### config.mk
export PLATFORM = sky130hd
export DESIGN_NAME = sorted_list_table_top_flat
export DESIGN_NICKNAME = d
export VERILOG_FILES = /design/src/rtl/slt_pkg.sv /design/src/rtl/slt_req_if.sv /design/src/rtl/slt_res_if.sv /design/src/rtl/sorted_list_table_top.sv /design/src/rtl/slt_cell.sv /design/src/flat_wrapper.sv
export VERILOG_INCLUDE_DIRS = /design/src /design/src/rtl
export SDC_FILE = /design/constraint.sdc
export NUM_CORES = 2
export LEC_CHECK = 0
export ABC_AREA = 0
export ABC_CLOCK_PERIOD_IN_PS = 7110
export BUFFER_PORTS_ARGS = -buffer_cell sky130_fd_sc_hd__buf_4
export CORE_AREA = 4 4 234 293
export CTS_CLUSTER_SIZE = 10
export DETAILED_ROUTE_END_ITERATION = 8
export DIE_AREA = 0 0 238 297
export GPL_TIMING_DRIVEN = 1
export MAX_ROUTING_LAYER = met4
export PLACE_DENSITY_LB_ADDON = 0.25
export SYNTH_ARGS = -nofsm -noshare
export SYNTH_HDL_FRONTEND = slang
export SYNTH_HIERARCHICAL = 1
export SYNTH_SLANG_ARGS = --single-unit
### constraint.sdc
create_clock -name clk -period 7.11 [get_ports clk]
set_input_delay 0.3555 -clock clk [delete_from_list [all_inputs] [get_ports clk]]
set_output_delay 0.3555 -clock clk [all_outputs]
set_load 0.005 [all_outputs]
### src/rtl/sorted_list_table_top_assert.svh
// ----------------------------------------------------------------------------
// sorted_list_table_top_assert.svh
// Assertion macros for the sorted list table. Expect clk and arst_n in scope.
// ----------------------------------------------------------------------------
`ifndef SORTED_LIST_TABLE_TOP_ASSERT_SVH
`define SORTED_LIST_TABLE_TOP_ASSERT_SVH

// same-cycle implication
`define SLT_ASSERT_NOW(name, pre, post) \
	name: assert property (@(posedge clk) disable iff (!arst_n) (pre) |-> (post)) \
		else $error("sorted list table: assertion failed");

// next-cycle implication
`define SLT_ASSERT_NEXT(name, pre, post) \
	name: assert property (@(posedge clk) disable iff (!arst_n) (pre) |=> (post)) \
		else $error("sorted list table: assertion failed");

`endif

### src/rtl/slt_pkg.sv
// ----------------------------------------------------------------------------
// slt_pkg
// Types and constants shared by the sorted list table modules.
// ----------------------------------------------------------------------------
package slt_pkg;

	localparam int CAPACITY_DEF = 16;
	localparam int VALUE_W      = 32;
	localparam int COUNT_W      = 5;

	typedef enum logic {
		REQ_INSERT = 1'b0,
		REQ_DELETE = 1'b1
	} req_type_t;

	typedef enum logic [2:0] {
		ST_INSERTED = 3'd0,
		ST_DELETED  = 3'd1,
		ST_NOTFOUND = 3'd2,
		ST_FULL     = 3'd3,
		ST_EMPTY    = 3'd4
	} status_t;

	// broadcast to every cell
	typedef struct packed {
		logic                       ins;
		logic                       del;
		logic signed [VALUE_W-1:0]  value;
	} cell_ctrl_t;

endpackage

### src/rtl/slt_req_if.sv
// ----------------------------------------------------------------------------
// slt_req_if
// Request channel: insert or delete one value.
// ----------------------------------------------------------------------------
interface slt_req_if;
	logic                               valid;
	logic                               ready;
	slt_pkg::req_type_t                 req_type;
	logic signed [slt_pkg::VALUE_W-1:0] value;

	modport source (output valid, output req_type, output value, input ready);
	modport sink   (input valid, input req_type, input value, output ready);
endinterface

### src/rtl/slt_res_if.sv
// ----------------------------------------------------------------------------
// slt_res_if
// Result channel: status and entry count of one request.
// ----------------------------------------------------------------------------
interface slt_res_if;
	logic                          valid;
	logic                          ready;
	slt_pkg::status_t              status;
	logic [slt_pkg::COUNT_W-1:0]   entry_count;

	modport source (output valid, output status, output entry_count, input ready);
	modport sink   (input valid, input status, input entry_count, output ready);
endinterface

### src/rtl/sorted_list_table_top.sv
// Sorted list table: ascending signed entries held in a row of compare cells.
// The result is valid in the cycle after its request is accepted. Throughput:
// one request per cycle unless an unread result stalls; all cells compare and
// shift in parallel, the critical path being a 32-bit compare plus the match OR
// over all cells. Reset: count clears to zero at once; entries are not cleared.
// ----------------------------------------------------------------------------
// sorted_list_table_top
// Insert/delete front end, entry counter and result register around the cells.
// ----------------------------------------------------------------------------
module sorted_list_table_top #(
	parameter int CAPACITY = slt_pkg::CAPACITY_DEF
) (
	input  logic       clk,
	input  logic       arst_n,
	slt_req_if.sink    req,
	slt_res_if.source  res
);
	import slt_pkg::*;

	`include "sorted_list_table_top_assert.svh"

	localparam int CW = $clog2(CAPACITY + 1);

	logic                      req_fire;
	logic                      full;
	logic                      empty;
	logic                      found;
	logic [CW-1:0]             count_q;
	logic [CW-1:0]             count_next;
	status_t                   status_next;
	cell_ctrl_t                ctrl;
	logic                      res_valid_q;
	status_t                   status_q;
	logic [COUNT_W-1:0]        entry_count_q;

	logic                      lt_w    [CAPACITY];
	logic                      eq_w    [CAPACITY];
	logic signed [VALUE_W-1:0] entry_w [CAPACITY];
	logic [CAPACITY-1:0]       eq_vec;

	assign req.ready = !res_valid_q || res.ready;
	assign req_fire  = req.valid && req.ready;

	assign full  = (count_q == CW'(CAPACITY));
	assign empty = (count_q == '0);
	assign found = |eq_vec;

	always_comb begin
		ctrl.value = req.value;
		ctrl.ins   = req_fire && (req.req_type == REQ_INSERT) && !full;
		ctrl.del   = req_fire && (req.req_type == REQ_DELETE) && found;
	end

	always_comb begin
		count_next = count_q;
		if (req.req_type == REQ_INSERT) begin
			status_next = full ? ST_FULL : ST_INSERTED;
			if (!full) count_next = count_q + 1'b1;
		end else if (empty) begin
			status_next = ST_EMPTY;
		end else if (found) begin
			status_next = ST_DELETED;
			count_next  = count_q - 1'b1;
		end else begin
			status_next = ST_NOTFOUND;
		end
	end

	genvar i;
	generate
		for (i = 0; i < CAPACITY; i++) begin : g_cell
			logic                      occ;
			logic                      left_lt;
			logic signed [VALUE_W-1:0] left_entry;
			logic signed [VALUE_W-1:0] right_entry;

			assign occ       = (CW'(i) < count_q);
			assign eq_vec[i] = eq_w[i];

			if (i == 0) begin : g_head
				assign left_lt    = 1'b1;
				assign left_entry = req.value;
			end else begin : g_body
				assign left_lt    = lt_w[i-1];
				assign left_entry = entry_w[i-1];
			end

			// past the end the slot becomes unoccupied; its contents do not matter
			if (i == CAPACITY - 1) begin : g_tail
				assign right_entry = entry_w[i];
			end else begin : g_mid
				assign right_entry = entry_w[i+1];
			end

			slt_cell u_cell (
				.clk         (clk),
				.ctrl        (ctrl),
				.occupied    (occ),
				.left_lt     (left_lt),
				.left_entry  (left_entry),
				.right_entry (right_entry),
				.lt          (lt_w[i]),
				.eq          (eq_w[i]),
				.entry       (entry_w[i])
			);
		end
	endgenerate

	always_ff @(posedge clk or negedge arst_n) begin
		if (!arst_n) begin
			count_q     <= '0;
			res_valid_q <= 1'b0;
		end else begin
			if (req_fire) begin
				count_q     <= count_next;
				res_valid_q <= 1'b1;
			end else if (res.ready) begin
				res_valid_q <= 1'b0;
			end
		end
	end

	always_ff @(posedge clk) begin
		if (req_fire) begin
			status_q      <= status_next;
			entry_count_q <= COUNT_W'(count_next);
		end
	end

	assign res.valid       = res_valid_q;
	assign res.status      = status_q;
	assign res.entry_count = entry_count_q;

	`SLT_ASSERT_NOW(a_count_bound, 1'b1, count_q <= CW'(CAPACITY))
	`SLT_ASSERT_NEXT(a_insert_grows, ctrl.ins, count_q == $past(count_q) + 1'b1)
	`SLT_ASSERT_NEXT(a_delete_shrinks, ctrl.del, count_q == $past(count_q) - 1'b1)
	`SLT_ASSERT_NOW(a_found_nonempty, found, !empty)

endmodule

### src/rtl/slt_cell.sv
// ----------------------------------------------------------------------------
// slt_cell
// One table slot: compares its entry against the request value and either
// keeps it, loads the new value, or takes a neighbor's entry.
// ----------------------------------------------------------------------------
module slt_cell (
	input  logic                               clk,
	input  slt_pkg::cell_ctrl_t                ctrl,
	input  logic                               occupied,
	input  logic                               left_lt,
	input  logic signed [slt_pkg::VALUE_W-1:0] left_entry,
	input  logic signed [slt_pkg::VALUE_W-1:0] right_entry,
	output logic                               lt,
	output logic                               eq,
	output logic signed [slt_pkg::VALUE_W-1:0] entry
);
	import slt_pkg::*;

	logic signed [VALUE_W-1:0] entry_q;

	assign lt    = occupied && (entry_q < ctrl.value);
	assign eq    = occupied && (entry_q == ctrl.value);
	assign entry = entry_q;

	// insert: first non-smaller slot takes the value, slots above shift right
	// delete: every non-smaller slot takes its right neighbor
	always_ff @(posedge clk) begin
		if (ctrl.ins && !lt) begin
			entry_q <= left_lt ? ctrl.value : left_entry;
		end else if (ctrl.del && !lt) begin
			entry_q <= right_entry;
		end
	end

endmodule

### src/flat_wrapper.sv
// flat-port wrapper written by rule: the top's interface ports become plain ports
module sorted_list_table_top_flat import slt_pkg::*;
#(
	parameter int CAPACITY = slt_pkg::CAPACITY_DEF
)
  (clk, arst_n, req_valid, req_req_type, req_value, req_ready, res_valid, res_status, res_entry_count, res_ready);
  slt_req_if req_i ();
  slt_res_if res_i ();
  input  logic clk;
  input  logic arst_n;
  input wire logic [$bits(req_i.valid)-1:0] req_valid;
  input wire logic [$bits(req_i.req_type)-1:0] req_req_type;
  input wire logic [$bits(req_i.value)-1:0] req_value;
  output wire logic [$bits(req_i.ready)-1:0] req_ready;
  output wire logic [$bits(res_i.valid)-1:0] res_valid;
  output wire logic [$bits(res_i.status)-1:0] res_status;
  output wire logic [$bits(res_i.entry_count)-1:0] res_entry_count;
  input wire logic [$bits(res_i.ready)-1:0] res_ready;
  assign req_i.valid = req_valid;
  assign req_i.req_type = req_req_type;
  assign req_i.value = req_value;
  assign req_ready = req_i.ready;
  assign res_valid = res_i.valid;
  assign res_status = res_i.status;
  assign res_entry_count = res_i.entry_count;
  assign res_i.ready = res_ready;
  sorted_list_table_top #(.CAPACITY(CAPACITY)) u_core (.clk(clk), .arst_n(arst_n), .req(req_i), .res(res_i));
endmodule
After elaboration in Yosys (flattened, before gate mapping)
Index checks and enable logic that the tools add are counted.
{ "op_classes": {"n_addsub": 2, "n_mul": 0, "div_mod_pow": 0, "n_lt_le_gt_ge": 32, "n_eq_ne": 17, "n_shift": 0, "n_mux": 55, "n_bitwise": 1, "reduce_logical": 105} }
{ "op_table": {"columns": ["operator", "n"], "rows": [
  ["$mux 32", 45],
  ["$eq 32x32->1", 16],
  ["$lt 32x32->1", 16],
  ["$logic_and 1x1->1", 68],
  ["$lt 4x5->1 const A", 8],
  ["$reduce_bool 2->1", 16],
  ["$lt 3x5->1 const A", 4],
  ["$mux 5", 4],
  ["$logic_not 1->1", 18],
  ["$reduce_or 16->1", 1],
  ["$lt 1x5->1 const A", 2],
  ["$lt 2x5->1 const A", 2],
  ["$mux 3", 2],
  ["$add 5x1->5 const B", 1],
  ["$eq 5x5->1 const B", 1],
  ["$logic_not 5->1", 1],
  ["$sub 5x1->5 const B", 1],
  ["$mux 2", 2],
  ["$mux 1", 2],
  ["$logic_or 1x1->1", 1],
  ["$not 1->1", 1]
]} }
{ "totals": {"ff_bits": 526, "latchBits": 0, "ram_bits": 0, "romBits": 0, "in_bits": 37, "output_inout_bits": 10, "elab_cells": 232, "memories": 0} }

Depth between registers and ports, before layout
{ "logic_depth": {"word_depth": 8, "ltp_mapped": 13, "mapped_depth_nobuf": 11} }

By module
The synthesis kept the hierarchy.
{ "modules_own_cells": {"columns": ["module", "n_inst", "cells_each", "area_per_inst_um2", "seq_area_each_um2"], "rows": [
  ["slt_cell", 16, 226, 2585.0, 960.9],
  ["sorted_list_table_top", 1, 142, 1167.4, 390.4]
]} }

Least setup slack after synthesis
Ideal clock, no wire load.
{ "synth_path": {"kind": "flip-flop to flip-flop", "start": "register u_core.count_q[0]", "end": "register u_core.g_cell[0].u_cell.entry_q[0], enable pin", "setup_ps": 421, "t_arrival_ps": 5074, "t_required_ps": 6689, "setup_slack_ps": 1615, "stages_incl_launch_ff": 8, "path_buffers": 1, "synth_period_minus_slack_ps": 5495, "cell_sequence": "dfrtp_1 > clkbuf_1 > inv_1 > ha_1 > and4bb_2 > nor2_1 > nor2_1 > nor2_1"} }
{ "synth_rtl": {"columns": ["item", "line_no", "source"], "rows": [
  ["from (decl)", "sorted_list_table_top.sv:28", "logic [CW-1:0] count_q;"],
  ["from (signal assigned)", "sorted_list_table_top.sv:115", "count_q <= count_next;"],
  ["to (signal assigned)", "slt_cell.sv:29", "entry_q <= left_lt ? ctrl.value : left_entry;"],
  ["to (signal assigned)", "slt_cell.sv:31", "entry_q <= right_entry;"],
  ["to (decl)", "slt_cell.sv:19", "logic signed [VALUE_W-1:0] entry_q;"]
]} }

==> qor.yml <==
wl_per_cell_um: 20.1
vias: 28000
portBuffers: 46
r2r-start: "u_core/count_q[4]"
grt_pass1_vias: 29000
synth-seq-cells: 526
worst_pin_slew_ns: 1.19
cellLeakagePower_uw: 0.0188
final_util_pct: 68.9
vias_per_cell: 6.02
finalHoldViolations: 0
use_met3_pct: 2.49
grt_pass1_wl_mm: 150
cts_hold_buf: 2
max_slew_margin_pct: 20.5
clk_latency_ns: 0.63
postCtsSetupBuffers: 0
synth_area_mm2: 0.0425
synth_most_common_cell: "mux2_2"
die_w_um: 238
cp_cell_sequence: "nor3_1 -> o21ai_0 -> and3_1 -> nand4_1 -> nor2_1 -> nor4_1 -> and4_1 -> nor2_1 -> buf_4 -> nor2_1 -> nor2_2 -> buf_4"
clk_pin_slew_ns: 0.06
async_flop_share_pct: 1.14
multiInputGateArea_mm2: 0.0241
dieArea_mm2: 0.0707
core_mm2: 0.0656
dr.pass1.iters: 7
synth_common_cells: "992 x mux2_2, 535 x inv_1, 520 x edfxtp_1, 516 x ha_1, 246 x a21oi_1"
cts_resized: 0
cts_buffers: 60
timing.critical_path.from: "u_core/count_q[4]"
fin_crit_ns: 4.63
cts_tree: "built"
r2r_end: "u_core/g_cell[3].u_cell/entry[9]"
cpPeakStageDelay_ns: 0.77
holdWs_ns: 0.0828
use_met1_pct: 31.6
synth_cells: 3758
critPathLaunchType: "flip-flop"
endpoint: "u_core/g_cell[3].u_cell/entry[9]"
crit_buf_inv: 2
slew_violations: 0
rsz0062_at_grt: "false"
final-seq-area_mm2: 0.0158
slowest_stage: "nor3_1"
gr-total-overflow: 0
finalSetupViolCount: 0
ys.flop_type: "edfxtp_1"
track_usage_pct: 26.4
drt_iter0_drc: 1627
ir_drop_mv: 0.210
cap_viol_max_count: 0
io_pins: 47
crit_top_cell: "nor2_1"
ant_nets: 0
area_growth_pct: 6.25
cellPowerDensity_mw_per_mm2: 219
synth_area_leader_cell: "edfxtp_1"
endpoint_kind: "flip-flop"
drc_errors: 0
cts.sinks: 526
max_freq_mhz: 216
cp.required_ns: 7.46
fin_skew_ns: 0.0231
synth_edf_count: 520
ys_top_cells_by_area: "edfxtp_1 37%, mux2_2 26%, ha_1 15%"
crit_family: "simple AND/OR/NAND/NOR gates"
num_rows: 105
syn_area_per_cell_um2: 11.3
clock-root-buffer: "clkbuf_16"
ys_types: 56
finalSetupTns_ns: 0
critPathMaxFanout: 20
yosys_warnings: 6
hp-class: "in -> async"
rrSetupSlack_ns: 2.48
grt.busiest_layer: "met2"
htree_levels: 2
critPathArrivalTime_ns: 4.98
dp_hpwl_mm: 72.5
yosys.area.top_type_share_pct: 36.7
gp_congestion: 0.933
initial_core_util_pct: 64.9
grtUsageMet2_pct: 45.8
worstSetupPathType: "reg -> reg"
n_antenna_cell: 0
yosysSeqAreaShare_pct: 37.1
die-height_um: 297
grt_max_degree: 34
fillers: 4829
worstRegToRegCells: 12
antenna_found_initial: 0
drive_gt1_share_pct: 32.4
clk_path_buf_depth: 3
totalWireLength_mm: 93.5
status: "finished, final reports clean"
cp_num_cells: 12
fin_nets: 4321
post-route-period-util_pct: 65.1
synth_fp_nets: 4311
[where the power goes]
group	internal (µW)	switching, µW	leakage, µW
clock network	1590	1220	0.000824
logic	1530	1580	0.0132
registers	3770	202	0.00484
[flip-flops by register name, summed over array words and instances, names as in the netlist]
signal	cells
u_core/res.entry_count	5
u_core/g_cell.u_cell/entry	512
u_core/res.valid	1
u_core/res.status	3
u_core/count_q	5
[logic make-up (layout without fill, tap and decap cells)]
kind of cell               Yosys count  after routing  share of synthesized area [%]
other                                1              1                        0.00882
xor gates and xnor gates             3              3                         0.0618
AOI/OAI and AO/OA                  478            478                           7.30
DFF                                526            526                           37.1
buffers and inverters              660            701                           6.72
adders and majority gates          516            516                           15.2
muxes                             1026           1026                           27.2
and+or+nand+nor                    548            548                           6.50
[layout make-up]
type	instances	area share, %
repair buffers	72	1.21
clock buffers	87	3.68
multi-input cells	2572	53.3
inverters	536	4.45
well taps	856	2.37
flip-flops and latches	526	34.9
clock inverters	6	0.0748
[worst min path at each step]
stage	from	to	slack, ns	cells after the start
after floorplan	arst_n	u_core/count_q[0]	0.06	0
after global placement	arst_n	u_core/res.valid	0.18	1
after detailed placement	arst_n	u_core/res.valid	0.18	1
after CTS	arst_n	u_core/res.valid	0.05	2
after global routing	arst_n	u_core/res.valid	0.06	2
final	arst_n	u_core/res.valid	0.08	2
[metrics by stage]
| stage | cell area (µm²) | cells | worst slack (ns) | power, µW |
|---|---|---|---|---|
| 3_5_place_dp | 43500 | 4560 | 2.43 | 7110 |
| 6_report | 45200 | 4655 | 2.48 | 9890 |
| 3_3_place_gp | 43500 | 4560 | 2.45 | 7020 |
| 5_1_grt | 45200 | 4655 | 2.34 | 10400 |
| 4_1_cts | 45200 | 4655 | 2.65 | 9930 |
| 2_1_floorplan | 42500 | 3758 | 1.61 | 6370 |
[cell usage in the layout (no fill, tap or decap), types with 70 or more instances in the layout]
cell / instances
edfxtp_1: 520
o21ai_0: 90
a21oi_1: 246
buf_4: 70
ha_1: 516
nand2_1: 193
nand4_1: 84
mux2_2: 992
nor2_1: 92
inv_1: 535
[per-layer routing]
metal,wire [µm],up-vias
met1,39100,13400
li1,-,13800
met3,3170,249
met4,4340,0
met5,0,-
met2,46900,596
No activity file was read; power rests on OpenSTA's default activity.
